$ cat src/rtl/sms_pkg.sv
// Shared constants, types and helper functions of the spectrum statistics block.
package sms_pkg;

   localparam int BIN_WIDTH_W  = 24;
   localparam int FULL_SCALE_W = 32;
   localparam int CSR_DATA_W   = 32;
   localparam int CSR_INDEX_W  = 1;
   localparam int PART_W       = 32;
   localparam int MAG_W        = 32;
   localparam int PEAK_W       = 33;
   localparam int ACC_W        = 64;
   localparam int SAMPLE_W     = 15;
   localparam int CENTROID_W   = 24;
   localparam int UNIT_W       = 65;
   localparam int STEP_W       = 5;

   localparam int MAX_BINS     = 65536;
   localparam int COUNT_W      = $clog2(MAX_BINS + 1);

   localparam logic [COUNT_W-1:0]      MAX_BINS_CNT   = COUNT_W'(MAX_BINS);
   localparam logic [MAG_W-1:0]        SAMPLE_MAX_MUL = MAG_W'(32767);
   localparam logic [CENTROID_W-1:0]   SAMPLE_SAT     = CENTROID_W'(32767);
   localparam logic [CENTROID_W-1:0]   CENTROID_SAT   = '1;

   localparam logic [BIN_WIDTH_W-1:0]  BIN_WIDTH_RST  = BIN_WIDTH_W'(256);
   localparam logic [FULL_SCALE_W-1:0] FULL_SCALE_RST = FULL_SCALE_W'(2000000);

   localparam logic [CSR_INDEX_W-1:0]  CSR_BIN_WIDTH  = 1'b0;
   localparam logic [CSR_INDEX_W-1:0]  CSR_FULL_SCALE = 1'b1;

   // sqrt digit count and divide step counts, loaded as last-step index
   localparam logic [STEP_W-1:0] SQRT_LAST  = STEP_W'(31);
   localparam logic [STEP_W-1:0] SCALE_LAST = STEP_W'(14);
   localparam logic [STEP_W-1:0] CENT_LAST  = STEP_W'(23);

   typedef enum logic [3:0] {
      ST_IDLE,
      ST_SQ_RE,
      ST_SQ_IM,
      ST_SQ_SUM,
      ST_SQRT,
      ST_SCALE_MUL,
      ST_SCALE_CHK,
      ST_SCALE_DIV,
      ST_AREA_MUL,
      ST_AREA_ACC,
      ST_WSUM_ACC,
      ST_CENT_CHK,
      ST_CENT_DIV,
      ST_DONE
   } state_type;

   typedef struct packed {
      logic signed [PART_W-1:0] bin_real;
      logic signed [PART_W-1:0] bin_imag;
      logic                     last_bin;
   } req_item_type;

   typedef struct packed {
      logic step_first;
      logic step_second;
      logic clear;
   } stats_ctl_type;

   typedef struct packed {
      logic [COUNT_W-1:0] index_count;
      logic [PEAK_W-1:0]  peak;
      logic [ACC_W-1:0]   area;
      logic [ACC_W-1:0]   area_integral;
      logic [ACC_W-1:0]   magnitude_sum;
      logic [ACC_W-1:0]   weighted_sum;
   } stats_type;

   typedef struct packed {
      logic [SAMPLE_W-1:0]   scaled_sample;
      logic                  frame_done;
      logic [COUNT_W-1:0]    bin_count;
      logic [ACC_W-1:0]      area_total;
      logic [ACC_W-1:0]      area_integral;
      logic [PEAK_W-1:0]     peak_magnitude;
      logic [CENTROID_W-1:0] centroid_q8;
   } result_type;

   function automatic logic [ACC_W-1:0] sat_add(input logic [ACC_W-1:0] a,
                                                input logic [ACC_W-1:0] b);
      logic [ACC_W:0] sum;
      sum = {1'b0, a} + {1'b0, b};
      return sum[ACC_W] ? '1 : sum[ACC_W-1:0];
   endfunction

   function automatic logic [PART_W-1:0] abs_part(input logic signed [PART_W-1:0] v);
      return v[PART_W-1] ? (~v + PART_W'(1)) : v;
   endfunction

endpackage

$ cat src/rtl/sms_channels.sv
// Request and response channel interfaces of the spectrum statistics block.
interface sms_req_if;
   logic                                  valid;
   logic                                  ready;
   logic signed [sms_pkg::PART_W-1:0]     bin_real;
   logic signed [sms_pkg::PART_W-1:0]     bin_imag;
   logic                                  last_bin;

   modport source (output valid, bin_real, bin_imag, last_bin, input ready);
   modport sink   (input valid, bin_real, bin_imag, last_bin, output ready);
endinterface

interface sms_rsp_if;
   logic                                  valid;
   logic                                  ready;
   logic [sms_pkg::SAMPLE_W-1:0]          scaled_sample;
   logic                                  frame_done;
   logic [sms_pkg::COUNT_W-1:0]           bin_count;
   logic [sms_pkg::ACC_W-1:0]             area_total;
   logic [sms_pkg::ACC_W-1:0]             area_integral;
   logic [sms_pkg::PEAK_W-1:0]            peak_magnitude;
   logic [sms_pkg::CENTROID_W-1:0]        centroid_q8;

   modport source (output valid, scaled_sample, frame_done, bin_count, area_total,
                   area_integral, peak_magnitude, centroid_q8, input ready);
   modport sink   (input valid, scaled_sample, frame_done, bin_count, area_total,
                   area_integral, peak_magnitude, centroid_q8, output ready);
endinterface

$ cat src/rtl/spectrum_magnitude_statistics_top.sv
// Top level of the spectrum magnitude statistics block: config, core, output register.
//
// Usage: one complex FFT bin is offered per transfer on req_if (bin_real,
// bin_imag, last_bin). Every bin yields exactly one transfer on rsp_if with
// the scaled magnitude sample; on the closing bin of a frame (last_bin set,
// or the 65536th bin) frame_done is 1 and the frame summary fields carry the
// bin count, area, area integral, peak magnitude and Q16.8 centroid.
// A bin's result and the next bin can transfer on the same edge. The scaling divide
// is skipped when the sample saturates; a closing bin adds the centroid divide,
// skipped if the centroid is 0 or saturates. One compare-subtract unit runs 32
// square-root, up to 15 scaling and 24 centroid steps, beside one 32x32
// multiplier. One bin is in work at a time.
// The result is held in an output register, so a new bin is taken while the
// previous result waits; if the receiver stalls longer, the core holds its
// finished result and req_if.ready stays low.
// Registers (csr_*): index 0 bin width (Q16.8), index 1 full scale; write
// only while idle. Reset (synchronous) restores their defaults, clears the
// frame accumulators and empties the output register.
module spectrum_magnitude_statistics_top (
   input  logic                             clock,
   input  logic                             reset,
   sms_req_if.sink                          req_if,
   sms_rsp_if.source                        rsp_if,
   input  logic                             csr_write_enable,
   input  logic [sms_pkg::CSR_INDEX_W-1:0]  csr_index,
   input  logic [sms_pkg::CSR_DATA_W-1:0]   csr_write_data
);

   logic [sms_pkg::BIN_WIDTH_W-1:0]  bin_width_ff, bin_width_in;
   logic [sms_pkg::FULL_SCALE_W-1:0] full_scale_ff, full_scale_in;
   logic                             rsp_valid_ff, rsp_valid_in;
   sms_pkg::result_type              result_ff, result_in;

   sms_pkg::req_item_type            item;
   logic                             done_valid;
   logic                             done_ready;
   sms_pkg::result_type              done_result;

   assign item.bin_real = req_if.bin_real;
   assign item.bin_imag = req_if.bin_imag;
   assign item.last_bin = req_if.last_bin;

   sms_core u_core (
      .clock       (clock),
      .reset       (reset),
      .in_valid    (req_if.valid),
      .in_ready    (req_if.ready),
      .in_item     (item),
      .bin_width   (bin_width_ff),
      .full_scale  (full_scale_ff),
      .done_valid  (done_valid),
      .done_ready  (done_ready),
      .done_result (done_result)
   );

   // configuration writes
   always_comb begin
      bin_width_in  = bin_width_ff;
      full_scale_in = full_scale_ff;
      if (csr_write_enable) begin
         unique case (csr_index)
            sms_pkg::CSR_BIN_WIDTH:
               bin_width_in = csr_write_data[sms_pkg::BIN_WIDTH_W-1:0];
            sms_pkg::CSR_FULL_SCALE:
               full_scale_in = csr_write_data[sms_pkg::FULL_SCALE_W-1:0];
            default: begin
               bin_width_in = bin_width_ff;
            end
         endcase
      end
   end

   // output register: loads when empty or drained in the same cycle
   assign done_ready = ~rsp_valid_ff | rsp_if.ready;

   always_comb begin
      rsp_valid_in = rsp_valid_ff;
      result_in    = result_ff;
      if (done_valid && done_ready) begin
         rsp_valid_in = 1'b1;
         result_in    = done_result;
      end else if (rsp_if.ready) begin
         rsp_valid_in = 1'b0;
      end
   end

   always_ff @(posedge clock) begin
      if (reset) begin
         bin_width_ff  <= sms_pkg::BIN_WIDTH_RST;
         full_scale_ff <= sms_pkg::FULL_SCALE_RST;
         rsp_valid_ff  <= 1'b0;
      end else begin
         bin_width_ff  <= bin_width_in;
         full_scale_ff <= full_scale_in;
         rsp_valid_ff  <= rsp_valid_in;
      end
   end

   always_ff @(posedge clock) begin
      result_ff <= result_in;
   end

   assign rsp_if.valid          = rsp_valid_ff;
   assign rsp_if.scaled_sample  = result_ff.scaled_sample;
   assign rsp_if.frame_done     = result_ff.frame_done;
   assign rsp_if.bin_count      = result_ff.bin_count;
   assign rsp_if.area_total     = result_ff.area_total;
   assign rsp_if.area_integral  = result_ff.area_integral;
   assign rsp_if.peak_magnitude = result_ff.peak_magnitude;
   assign rsp_if.centroid_q8    = result_ff.centroid_q8;

endmodule

$ cat src/rtl/sms_cmpsub.sv
// Shared compare-subtract unit used by the square root and both dividers.
module sms_cmpsub (
   input  logic [sms_pkg::UNIT_W-1:0] a,
   input  logic [sms_pkg::UNIT_W-1:0] b,
   output logic [sms_pkg::UNIT_W-1:0] diff,
   output logic                       ge
);

   logic [sms_pkg::UNIT_W:0] full_diff;

   assign full_diff = {1'b0, a} - {1'b0, b};
   assign diff      = full_diff[sms_pkg::UNIT_W-1:0];
   assign ge        = ~full_diff[sms_pkg::UNIT_W];

endmodule

$ cat src/rtl/sms_stats.sv
// Frame accumulators: bin count, peak, area, area integral, magnitude sums.
module sms_stats (
   input  logic                          clock,
   input  logic                          reset,
   input  sms_pkg::stats_ctl_type        ctl,
   input  logic [sms_pkg::MAG_W-1:0]     mag,
   input  logic [sms_pkg::ACC_W-1:0]     prod,
   output sms_pkg::stats_type            st
);

   sms_pkg::stats_type st_ff;
   sms_pkg::stats_type st_in;

   always_comb begin
      st_in = st_ff;
      priority if (ctl.clear) begin
         st_in = '0;
      end else if (ctl.step_first) begin
         // prod holds mag * bin_width
         st_in.area          = sms_pkg::sat_add(st_ff.area, prod);
         st_in.magnitude_sum = sms_pkg::sat_add(st_ff.magnitude_sum,
                                                sms_pkg::ACC_W'(mag));
         st_in.index_count   = st_ff.index_count + sms_pkg::COUNT_W'(1);
         if (sms_pkg::PEAK_W'(mag) > st_ff.peak) begin
            st_in.peak = sms_pkg::PEAK_W'(mag);
         end
      end else if (ctl.step_second) begin
         // prod holds mag * bin index; area already includes this bin
         st_in.weighted_sum  = sms_pkg::sat_add(st_ff.weighted_sum, prod);
         st_in.area_integral = sms_pkg::sat_add(st_ff.area_integral, st_ff.area);
      end else begin
         st_in = st_ff;
      end
   end

   always_ff @(posedge clock) begin
      if (reset) begin
         st_ff <= '0;
      end else begin
         st_ff <= st_in;
      end
   end

   assign st = st_ff;

endmodule

$ cat src/rtl/sms_core.sv
// Sequencer and datapath: magnitude and scaled sample per bin, centroid per frame.
module sms_core (
   input  logic                              clock,
   input  logic                              reset,
   input  logic                              in_valid,
   output logic                              in_ready,
   input  sms_pkg::req_item_type             in_item,
   input  logic [sms_pkg::BIN_WIDTH_W-1:0]   bin_width,
   input  logic [sms_pkg::FULL_SCALE_W-1:0]  full_scale,
   output logic                              done_valid,
   input  logic                              done_ready,
   output sms_pkg::result_type               done_result
);

   sms_pkg::state_type                 state_ff, state_in;
   logic [sms_pkg::PART_W-1:0]         re_ff, re_in;
   logic [sms_pkg::PART_W-1:0]         im_ff, im_in;
   logic                               last_ff, last_in;
   logic [sms_pkg::ACC_W-1:0]          x_ff, x_in;
   logic [sms_pkg::ACC_W-1:0]          rem_ff, rem_in;
   logic [sms_pkg::MAG_W-1:0]          root_ff, root_in;
   logic [sms_pkg::CENTROID_W-1:0]     q_ff, q_in;
   logic [sms_pkg::STEP_W-1:0]         cnt_ff, cnt_in;
   logic [sms_pkg::ACC_W-1:0]          mul_ff, mul_in;
   logic [sms_pkg::SAMPLE_W-1:0]       scaled_ff, scaled_in;
   logic                               frame_end_ff, frame_end_in;

   logic [sms_pkg::MAG_W-1:0]          mul_a, mul_b;
   logic [sms_pkg::ACC_W-1:0]          prod_w;
   logic [sms_pkg::UNIT_W-1:0]         unit_a, unit_b, unit_diff;
   logic                               unit_ge;
   logic                               frame_end_now;
   logic                               mag_sum_zero;
   sms_pkg::stats_ctl_type             stats_ctl;
   sms_pkg::stats_type                 st;

   sms_cmpsub u_cmpsub (
      .a    (unit_a),
      .b    (unit_b),
      .diff (unit_diff),
      .ge   (unit_ge)
   );

   sms_stats u_stats (
      .clock (clock),
      .reset (reset),
      .ctl   (stats_ctl),
      .mag   (root_ff),
      .prod  (mul_ff),
      .st    (st)
   );

   // single shared 32x32 multiplier, registered in mul_ff
   assign prod_w = sms_pkg::ACC_W'(mul_a) * sms_pkg::ACC_W'(mul_b);

   assign frame_end_now = last_ff || (st.index_count == sms_pkg::MAX_BINS_CNT);
   assign mag_sum_zero  = (st.magnitude_sum == '0);

   // next state
   always_comb begin
      state_in = state_ff;
      unique case (state_ff)
         sms_pkg::ST_IDLE:      if (in_valid) state_in = sms_pkg::ST_SQ_RE;
         sms_pkg::ST_SQ_RE:     state_in = sms_pkg::ST_SQ_IM;
         sms_pkg::ST_SQ_IM:     state_in = sms_pkg::ST_SQ_SUM;
         sms_pkg::ST_SQ_SUM:    state_in = sms_pkg::ST_SQRT;
         sms_pkg::ST_SQRT:      if (cnt_ff == '0) state_in = sms_pkg::ST_SCALE_MUL;
         sms_pkg::ST_SCALE_MUL: state_in = sms_pkg::ST_SCALE_CHK;
         sms_pkg::ST_SCALE_CHK: state_in = unit_ge ? sms_pkg::ST_AREA_MUL
                                                   : sms_pkg::ST_SCALE_DIV;
         sms_pkg::ST_SCALE_DIV: if (cnt_ff == '0) state_in = sms_pkg::ST_AREA_MUL;
         sms_pkg::ST_AREA_MUL:  state_in = sms_pkg::ST_AREA_ACC;
         sms_pkg::ST_AREA_ACC:  state_in = sms_pkg::ST_WSUM_ACC;
         sms_pkg::ST_WSUM_ACC:  state_in = frame_end_now ? sms_pkg::ST_CENT_CHK
                                                         : sms_pkg::ST_DONE;
         sms_pkg::ST_CENT_CHK:  state_in = (mag_sum_zero || unit_ge) ? sms_pkg::ST_DONE
                                                                     : sms_pkg::ST_CENT_DIV;
         sms_pkg::ST_CENT_DIV:  if (cnt_ff == '0) state_in = sms_pkg::ST_DONE;
         sms_pkg::ST_DONE:      if (done_ready) state_in = sms_pkg::ST_IDLE;
         default:               state_in = sms_pkg::ST_IDLE;
      endcase
   end

   // datapath and outputs
   always_comb begin
      re_in        = re_ff;
      im_in        = im_ff;
      last_in      = last_ff;
      x_in         = x_ff;
      rem_in       = rem_ff;
      root_in      = root_ff;
      q_in         = q_ff;
      cnt_in       = cnt_ff;
      mul_in       = mul_ff;
      scaled_in    = scaled_ff;
      frame_end_in = frame_end_ff;
      mul_a        = '0;
      mul_b        = '0;
      unit_a       = '0;
      unit_b       = '0;
      stats_ctl    = '0;
      in_ready     = 1'b0;
      done_valid   = 1'b0;
      done_result  = '0;

      unique case (state_ff)
         sms_pkg::ST_IDLE: begin
            in_ready = 1'b1;
            if (in_valid) begin
               re_in   = sms_pkg::abs_part(in_item.bin_real);
               im_in   = sms_pkg::abs_part(in_item.bin_imag);
               last_in = in_item.last_bin;
            end
         end
         sms_pkg::ST_SQ_RE: begin
            mul_a  = re_ff;
            mul_b  = re_ff;
            mul_in = prod_w;
         end
         sms_pkg::ST_SQ_IM: begin
            mul_a  = im_ff;
            mul_b  = im_ff;
            mul_in = prod_w;
            x_in   = mul_ff;
         end
         sms_pkg::ST_SQ_SUM: begin
            // at most 2^63, no carry out
            x_in    = x_ff + mul_ff;
            rem_in  = '0;
            root_in = '0;
            cnt_in  = sms_pkg::SQRT_LAST;
         end
         sms_pkg::ST_SQRT: begin
            // one root digit: trial (root<<2)|1 against (rem<<2)|next pair
            unit_a  = sms_pkg::UNIT_W'({rem_ff[sms_pkg::ACC_W-3:0],
                                        x_ff[sms_pkg::ACC_W-1 -: 2]});
            unit_b  = sms_pkg::UNIT_W'({root_ff, 2'b01});
            rem_in  = unit_ge ? unit_diff[sms_pkg::ACC_W-1:0] : unit_a[sms_pkg::ACC_W-1:0];
            root_in = {root_ff[sms_pkg::MAG_W-2:0], unit_ge};
            x_in    = x_ff << 2;
            cnt_in  = cnt_ff - sms_pkg::STEP_W'(1);
         end
         sms_pkg::ST_SCALE_MUL: begin
            mul_a  = root_ff;
            mul_b  = sms_pkg::SAMPLE_MAX_MUL;
            mul_in = prod_w;
         end
         sms_pkg::ST_SCALE_CHK: begin
            // quotient >= 32768 (or zero full scale) when N>>15 >= full_scale
            unit_a = sms_pkg::UNIT_W'(mul_ff[sms_pkg::ACC_W-1:15]);
            unit_b = sms_pkg::UNIT_W'(full_scale);
            if (unit_ge) begin
               q_in = sms_pkg::SAMPLE_SAT;
            end else begin
               rem_in = unit_a[sms_pkg::ACC_W-1:0];
               x_in   = mul_ff << (sms_pkg::ACC_W - 15);
               q_in   = '0;
               cnt_in = sms_pkg::SCALE_LAST;
            end
         end
         sms_pkg::ST_SCALE_DIV: begin
            unit_a = {rem_ff, x_ff[sms_pkg::ACC_W-1]};
            unit_b = sms_pkg::UNIT_W'(full_scale);
            rem_in = unit_ge ? unit_diff[sms_pkg::ACC_W-1:0] : unit_a[sms_pkg::ACC_W-1:0];
            q_in   = {q_ff[sms_pkg::CENTROID_W-2:0], unit_ge};
            x_in   = x_ff << 1;
            cnt_in = cnt_ff - sms_pkg::STEP_W'(1);
         end
         sms_pkg::ST_AREA_MUL: begin
            scaled_in = q_ff[sms_pkg::SAMPLE_W-1:0];
            mul_a     = root_ff;
            mul_b     = sms_pkg::MAG_W'(bin_width);
            mul_in    = prod_w;
         end
         sms_pkg::ST_AREA_ACC: begin
            stats_ctl.step_first = 1'b1;
            mul_a  = root_ff;
            mul_b  = sms_pkg::MAG_W'(st.index_count);
            mul_in = prod_w;
         end
         sms_pkg::ST_WSUM_ACC: begin
            stats_ctl.step_second = 1'b1;
            frame_end_in = frame_end_now;
         end
         sms_pkg::ST_CENT_CHK: begin
            // integer part above 16 bits saturates
            unit_a = sms_pkg::UNIT_W'(st.weighted_sum[sms_pkg::ACC_W-1:16]);
            unit_b = sms_pkg::UNIT_W'(st.magnitude_sum);
            if (mag_sum_zero) begin
               q_in = '0;
            end else if (unit_ge) begin
               q_in = sms_pkg::CENTROID_SAT;
            end else begin
               rem_in = unit_a[sms_pkg::ACC_W-1:0];
               x_in   = st.weighted_sum << (sms_pkg::ACC_W - 16);
               q_in   = '0;
               cnt_in = sms_pkg::CENT_LAST;
            end
         end
         sms_pkg::ST_CENT_DIV: begin
            unit_a = {rem_ff, x_ff[sms_pkg::ACC_W-1]};
            unit_b = sms_pkg::UNIT_W'(st.magnitude_sum);
            rem_in = unit_ge ? unit_diff[sms_pkg::ACC_W-1:0] : unit_a[sms_pkg::ACC_W-1:0];
            q_in   = {q_ff[sms_pkg::CENTROID_W-2:0], unit_ge};
            x_in   = x_ff << 1;
            cnt_in = cnt_ff - sms_pkg::STEP_W'(1);
         end
         sms_pkg::ST_DONE: begin
            done_valid                = 1'b1;
            done_result.scaled_sample = scaled_ff;
            done_result.frame_done    = frame_end_ff;
            if (frame_end_ff) begin
               done_result.bin_count      = st.index_count;
               done_result.area_total     = st.area;
               done_result.area_integral  = st.area_integral;
               done_result.peak_magnitude = st.peak;
               done_result.centroid_q8    = q_ff;
            end
            stats_ctl.clear = done_ready && frame_end_ff;
         end
         default: begin
            in_ready = 1'b0;
         end
      endcase
   end

   always_ff @(posedge clock) begin
      if (reset) begin
         state_ff <= sms_pkg::ST_IDLE;
      end else begin
         state_ff <= state_in;
      end
   end

   always_ff @(posedge clock) begin
      re_ff        <= re_in;
      im_ff        <= im_in;
      last_ff      <= last_in;
      x_ff         <= x_in;
      rem_ff       <= rem_in;
      root_ff      <= root_in;
      q_ff         <= q_in;
      cnt_ff       <= cnt_in;
      mul_ff       <= mul_in;
      scaled_ff    <= scaled_in;
      frame_end_ff <= frame_end_in;
   end

endmodule

$ cat src/flat_wrapper.sv
// flat-port wrapper written by rule: the top's interface ports become plain ports
module spectrum_magnitude_statistics_top_flat 
  (clock, reset, csr_write_enable, csr_index, csr_write_data, req_if_valid, req_if_bin_real, req_if_bin_imag, req_if_last_bin, req_if_ready, rsp_if_valid, rsp_if_scaled_sample, rsp_if_frame_done, rsp_if_bin_count, rsp_if_area_total, rsp_if_area_integral, rsp_if_peak_magnitude, rsp_if_centroid_q8, rsp_if_ready);
  sms_req_if req_if_i ();
  sms_rsp_if rsp_if_i ();
  input  logic clock;
  input  logic reset;
  input  logic csr_write_enable;
  input  logic [sms_pkg::CSR_INDEX_W-1:0] csr_index;
  input  logic [sms_pkg::CSR_DATA_W-1:0] csr_write_data;
  input wire logic [$bits(req_if_i.valid)-1:0] req_if_valid;
  input wire logic [$bits(req_if_i.bin_real)-1:0] req_if_bin_real;
  input wire logic [$bits(req_if_i.bin_imag)-1:0] req_if_bin_imag;
  input wire logic [$bits(req_if_i.last_bin)-1:0] req_if_last_bin;
  output wire logic [$bits(req_if_i.ready)-1:0] req_if_ready;
  output wire logic [$bits(rsp_if_i.valid)-1:0] rsp_if_valid;
  output wire logic [$bits(rsp_if_i.scaled_sample)-1:0] rsp_if_scaled_sample;
  output wire logic [$bits(rsp_if_i.frame_done)-1:0] rsp_if_frame_done;
  output wire logic [$bits(rsp_if_i.bin_count)-1:0] rsp_if_bin_count;
  output wire logic [$bits(rsp_if_i.area_total)-1:0] rsp_if_area_total;
  output wire logic [$bits(rsp_if_i.area_integral)-1:0] rsp_if_area_integral;
  output wire logic [$bits(rsp_if_i.peak_magnitude)-1:0] rsp_if_peak_magnitude;
  output wire logic [$bits(rsp_if_i.centroid_q8)-1:0] rsp_if_centroid_q8;
  input wire logic [$bits(rsp_if_i.ready)-1:0] rsp_if_ready;
  assign req_if_i.valid = req_if_valid;
  assign req_if_i.bin_real = req_if_bin_real;
  assign req_if_i.bin_imag = req_if_bin_imag;
  assign req_if_i.last_bin = req_if_last_bin;
  assign req_if_ready = req_if_i.ready;
  assign rsp_if_valid = rsp_if_i.valid;
  assign rsp_if_scaled_sample = rsp_if_i.scaled_sample;
  assign rsp_if_frame_done = rsp_if_i.frame_done;
  assign rsp_if_bin_count = rsp_if_i.bin_count;
  assign rsp_if_area_total = rsp_if_i.area_total;
  assign rsp_if_area_integral = rsp_if_i.area_integral;
  assign rsp_if_peak_magnitude = rsp_if_i.peak_magnitude;
  assign rsp_if_centroid_q8 = rsp_if_i.centroid_q8;
  assign rsp_if_i.ready = rsp_if_ready;
  spectrum_magnitude_statistics_top u_core (.clock(clock), .reset(reset), .req_if(req_if_i), .rsp_if(rsp_if_i), .csr_write_enable(csr_write_enable), .csr_index(csr_index), .csr_write_data(csr_write_data));
endmodule
$ cat config.mk
export PLATFORM = sky130hd
export DESIGN_NAME = spectrum_magnitude_statistics_top_flat
export DESIGN_NICKNAME = d
export VERILOG_FILES = /design/src/rtl/sms_pkg.sv /design/src/rtl/sms_channels.sv /design/src/rtl/spectrum_magnitude_statistics_top.sv /design/src/rtl/sms_cmpsub.sv /design/src/rtl/sms_stats.sv /design/src/rtl/sms_core.sv /design/src/flat_wrapper.sv
export SDC_FILE = /design/constraint.sdc
export NUM_CORES = 2
export LEC_CHECK = 0
export ABC_AREA = 1
export BUFFER_PORTS_ARGS = -buffer_cell sky130_fd_sc_hd__clkbuf_2
export CELL_PAD_IN_SITES_DETAIL_PLACEMENT = 0
export CELL_PAD_IN_SITES_GLOBAL_PLACEMENT = 1
export CORE_MARGIN = 4
export CORE_UTILIZATION = 43
export DETAILED_ROUTE_END_ITERATION = 10
export PLACE_DENSITY_LB_ADDON = 0.05
export SKIP_CTS_REPAIR_TIMING = 1
export SLEW_MARGIN = 25
export SYNTH_ARGS = -nofsm -noshare
export SYNTH_HDL_FRONTEND = slang
export SYNTH_SLANG_ARGS = --single-unit
export TNS_END_PERCENT = 50
$ cat constraint.sdc
create_clock -name clock -period 10.3 [get_ports clock]
set_input_delay 1.03 -clock clock [delete_from_list [all_inputs] [get_ports clock]]
set_output_delay 1.03 -clock clock [all_outputs]
set_load 0.05 [all_outputs]
==> results.md <==
- The count of endpoints failing setup in the final report is 0.
- The first-pass iteration count of the detailed router is 6.
- The most frequently used flop master after synthesis is edfxtp_1.
- Along the worst hold path, the cell count comes to 1.
- Summing the areas of all compound-gate instances in the mapped netlist gives 13.45% of the synthesized area.
- The category of the critical setup timing path is reg -> reg.
- The worst reg2reg path depth is 33.
- The first global-routing pass estimated 616000 µm of wire.
- Across all register-to-register paths, the minimum setup slack is 0.20 ns.
- Compared with the post-synthesis result, the final layout area differs by 9.353%.
- Row generation in the floorplan step produced 176 rows.
- The fmax is 99.00 MHz.
- Once detail routing completed, the nets flagged for antenna violations numbered 0.
- In this run the count of I/O pins placed on the die edge is 323.
- The part of the cycle the worst path needs is 98.07%.
- The async set-reset flop share out of synthesis is 0%.
- The critical path launch point type is a flop.
- The proportion of synthesized chip area in sequential cells is 23.99%.
- The cell type with the highest aggregate area in the netlist is fa_1.
- Dividing the detail-routed via count by the number of cells gives 5.571.
- The half-perimeter wire length after detailed placement is 347600 µm.
- The overall die width is 489.1 µm.
- Clock tree synthesis selected as its root buffer the cell clkbuf_16.
- Of the post-synthesis cell area, the part taken by muxes is 0.01006%.
- The number of pins exceeding their max-slew limit in the final report is 0.
- The number of antenna violations at the first check in global routing came to 20.
- The mapped netlist covers 99520 µm².
- The maximum fanout count along the critical path is 18.
- The routed layout has 94069 vias.
- The clock net in this run drives a total of 917 sinks.
- The headroom to the max-slew limit is 23.80%.
- The cell type with the highest occurrence count on the critical path is inv_1.
- The worst endpoint data arrival time is 10.62 ns.
- By area the synthesized netlist is led by fa_1, edfxtp_1, inv_1.
- Leaving out fill and tap cells, the most frequent cells in the layout are inv_1, nand2_1, nor2_1.
- When the netlist entered floorplanning its net count stood at 15197.
- STA puts the critical path data required time at 10.82 ns.
- For the worst-skew pair, the clock arrives at the later sink with an insertion delay of 0.81 ns.
- Synthesis handed over a netlist of 13540 instances.
- The peak per-stage delay on the critical path is 0.78 ns.
- The final layout contains 15412 nets.
- Leaving out fill and tap cells, the most frequent cell in the layout is inv_1.
- The number of buffers between clock root and the deepest sink is 3.
- The dominant combinational cell family by area after synthesis is adder cells.
- The terminating pin of the worst hold path is u_core.u_core.re_ff[0].
- Setup total negative slack on the finished layout was measured at 0 ns.
- The clock arrives with 0.1013 ns of skew.
- The placer congestion estimate is 1.020.
- The max-capacitance violation count is 0.
- Buffers inserted during clock tree synthesis total 110.
- The routed design has 421900 µm of wire.
- Setup repair after global routing left no endpoint under its margin.
- The port buffer count is 321.
- The class of the most critical hold timing path is in -> reg.
- The slowest stage of the critical path belongs to the cell o21ai_0.
- The floorplan step defined a die boundary enclosing 239200 µm².
- Cells with a size suffix above 1 make up 5.847% of the layout.
- The total of warnings raised by yosys is 0.
- The number of endpoints with negative hold slack in the final report came to 0.
- The detailed router's first-iteration violation count is 8858.
- In this run the vertical extent of the chip is 489.1 µm.
- The parity-gate share of the synthesized area counting xor and xnor cells is 2.816%.
- In this run the critical register-to-register path is captured at u_core.u_core.mul_ff[34].
- The level count of the clock H-tree is 3.
- Yosys mapped the design onto 66 distinct sky130hd cell types.
- The initial utilization of the core area, before any placement, comes to 43.24%.
- After synthesis, the mean cell area works out to 7.350 µm².
- The number of global-route vias before repair is 94179.
- The TritonCTS clock tree is done.
- Dividing the detail-routed wire length by the instance count gives 24.99 µm.
- In this run, synthesis inferred 551 flip-flops with an integrated enable.
- The standard cell core area is 230100 µm².
- The type of element capturing the critical path is a flop.
- The post-CTS clock slew at the launch and capture registers of the worst setup and hold paths is 0.07 ns.
- For the finished layout, the period the worst path requires is 10.10 ns.
- Synthesis inferred 917 register bits.
- The flow ran to the end, and the final reports show no timing, DRC or antenna violations.
- At the pin with the least slew margin, the transition time is 1.131 ns.
- Counting the fill cells in the layout gives 23448.
- The beginning of the worst register-to-register path is u_core.u_core.state_ff[1].
- In this run the most critical hold path is launched from req_if_bin_real[0].
- The basic-gate share of the synthesized area counting and, or, nand and nor cells is 21.72%.
- Summing the areas of all fa, ha and maj instances in the mapped netlist gives 26.34% of the synthesized area.
- The area share of the largest cell type after synthesis is 18.15%.
- The remaining global-route overflow is 0.
- The aggregate global-route resource usage is 34.69%.
- Entering global routing, the biggest net connects 168 pins.
- In the routed design, unresolved DRC markers number 0.
-- synthesized netlist by cell type, drive strengths merged (67+ instances only) --
| cell | n |
|---|---|
| nand2 | 2603 |
| o21ai | 766 |
| xor2 | 155 |
| ha | 652 |
| nand3 | 503 |
| nand4 | 87 |
| fa | 902 |
| a21oi | 898 |
| dfxtp | 366 |
| a22oi | 96 |
| o22ai | 88 |
| a31oi | 80 |
| o21bai | 86 |
| xnor2 | 165 |
| nor2 | 1910 |
| buf | 126 |
| clkbuf | 285 |
| edfxtp | 551 |
| inv | 2627 |
| nor3 | 109 |
| nor4 | 67 |
-- cell families (layout without fill, tap and decap cells) --
group,count (synthesis),count (layout)
AOI/OAI and AO/OA,2331,2331
xor gates and xnor gates,320,320
adders and majority gates,1554,1554
buffers and inverters,3050,3363
DFF,917,917
muxes,1,1
other,1,6
and+or+nand+nor,5366,5366
-- worst max path at each step --
stage | start | end | slack, ns | depth (start not counted)
final | u_core.u_core.state_ff[1] | u_core.u_core.mul_ff[34] | 0.20 | 33
after global routing | u_core.u_core.state_ff[1] | u_core.u_core.mul_ff[34] | 0.01 | 33
after CTS | u_core.u_core.state_ff[1] | u_core.u_core.mul_ff[34] | 0.36 | 32
after detailed placement | u_core.u_core.state_ff[1] | u_core.u_core.mul_ff[34] | 0.45 | 32
after global placement | u_core.u_core.state_ff[3] | u_core.u_core.mul_ff[34] | 0.11 | 32
after floorplan | u_core.u_core.state_ff[0] | u_core.u_core.mul_ff[32] | 2.29 | 29
-- metrics by stage --
stage / hold slack, ns / std cells / util (%) / worst slack [ns] / cell area (µm²)
after floorplan: 0.4264 / 13540 / - / 2.289 / 99520
after global placement: 0.4298 / 16663 / 45.58 / 0.1146 / 104900
after detailed placement: 0.4317 / 16663 / 45.59 / 0.4496 / 104900
after CTS: 0.3782 / 16873 / 47.25 / 0.3597 / 108700
after global routing: 0.4106 / 16881 / 47.29 / 0.01115 / 108800
final: 0.4435 / 16884 / 47.29 / 0.1986 / 108800
-- state kept, by name (all words and copies together) (netlist names), 32 cells and up --
| register | cells |
|---|---|
| u_core.u_core.im_ff | 32 |
| u_core.rsp_if.area_total | 64 |
| u_core.u_core.u_stats.st | 305 |
| u_core.u_core.root_ff | 32 |
| u_core.u_core.rem_ff | 64 |
| u_core.u_core.x_ff | 64 |
| u_core.full_scale_ff | 32 |
| u_core.rsp_if.area_integral | 64 |
| u_core.u_core.mul_ff | 64 |
| u_core.rsp_if.peak_magnitude | 32 |
| u_core.u_core.re_ff | 32 |
-- worst max-delay path: cells and delay by family, from the launching register on --
kind            cells  cell delay [ns]
fa+ha+maj           9             4.40
flops               1             0.43
xor+xnor            1             0.36
simple gates        6             1.31
buf+inv            13             2.10
compound gates      4             1.21
-- final cells by class --
type	instances	area [µm²]	area share [%]
Multi-Input combinational cell	9573	64270	59.05
Timing Repair Buffer	514	3128	2.874
Sequential cell	917	23870	21.94
Tap cell	3026	3786	3.479
Clock inverter	79	959.7	0.8819
Antenna cell	5	12.51	0.01150
Clock buffer	131	2882	2.648
Inverter	2639	9917	9.113
-- per-layer routing --
layer / GRT usage [%] / part of all wire (%) / vias up
met5: 0 / 0.056 / -
met4: 17.05 / 6.0 / 16
li1: - / - / 43498
met2: 56.35 / 45 / 3942
met1: 45.26 / 41 / 45744
met3: 5.175 / 7.5 / 869
Power is not shown: default switching activity piles up to over one toggle a cycle in this logic, so the estimate is an artifact.
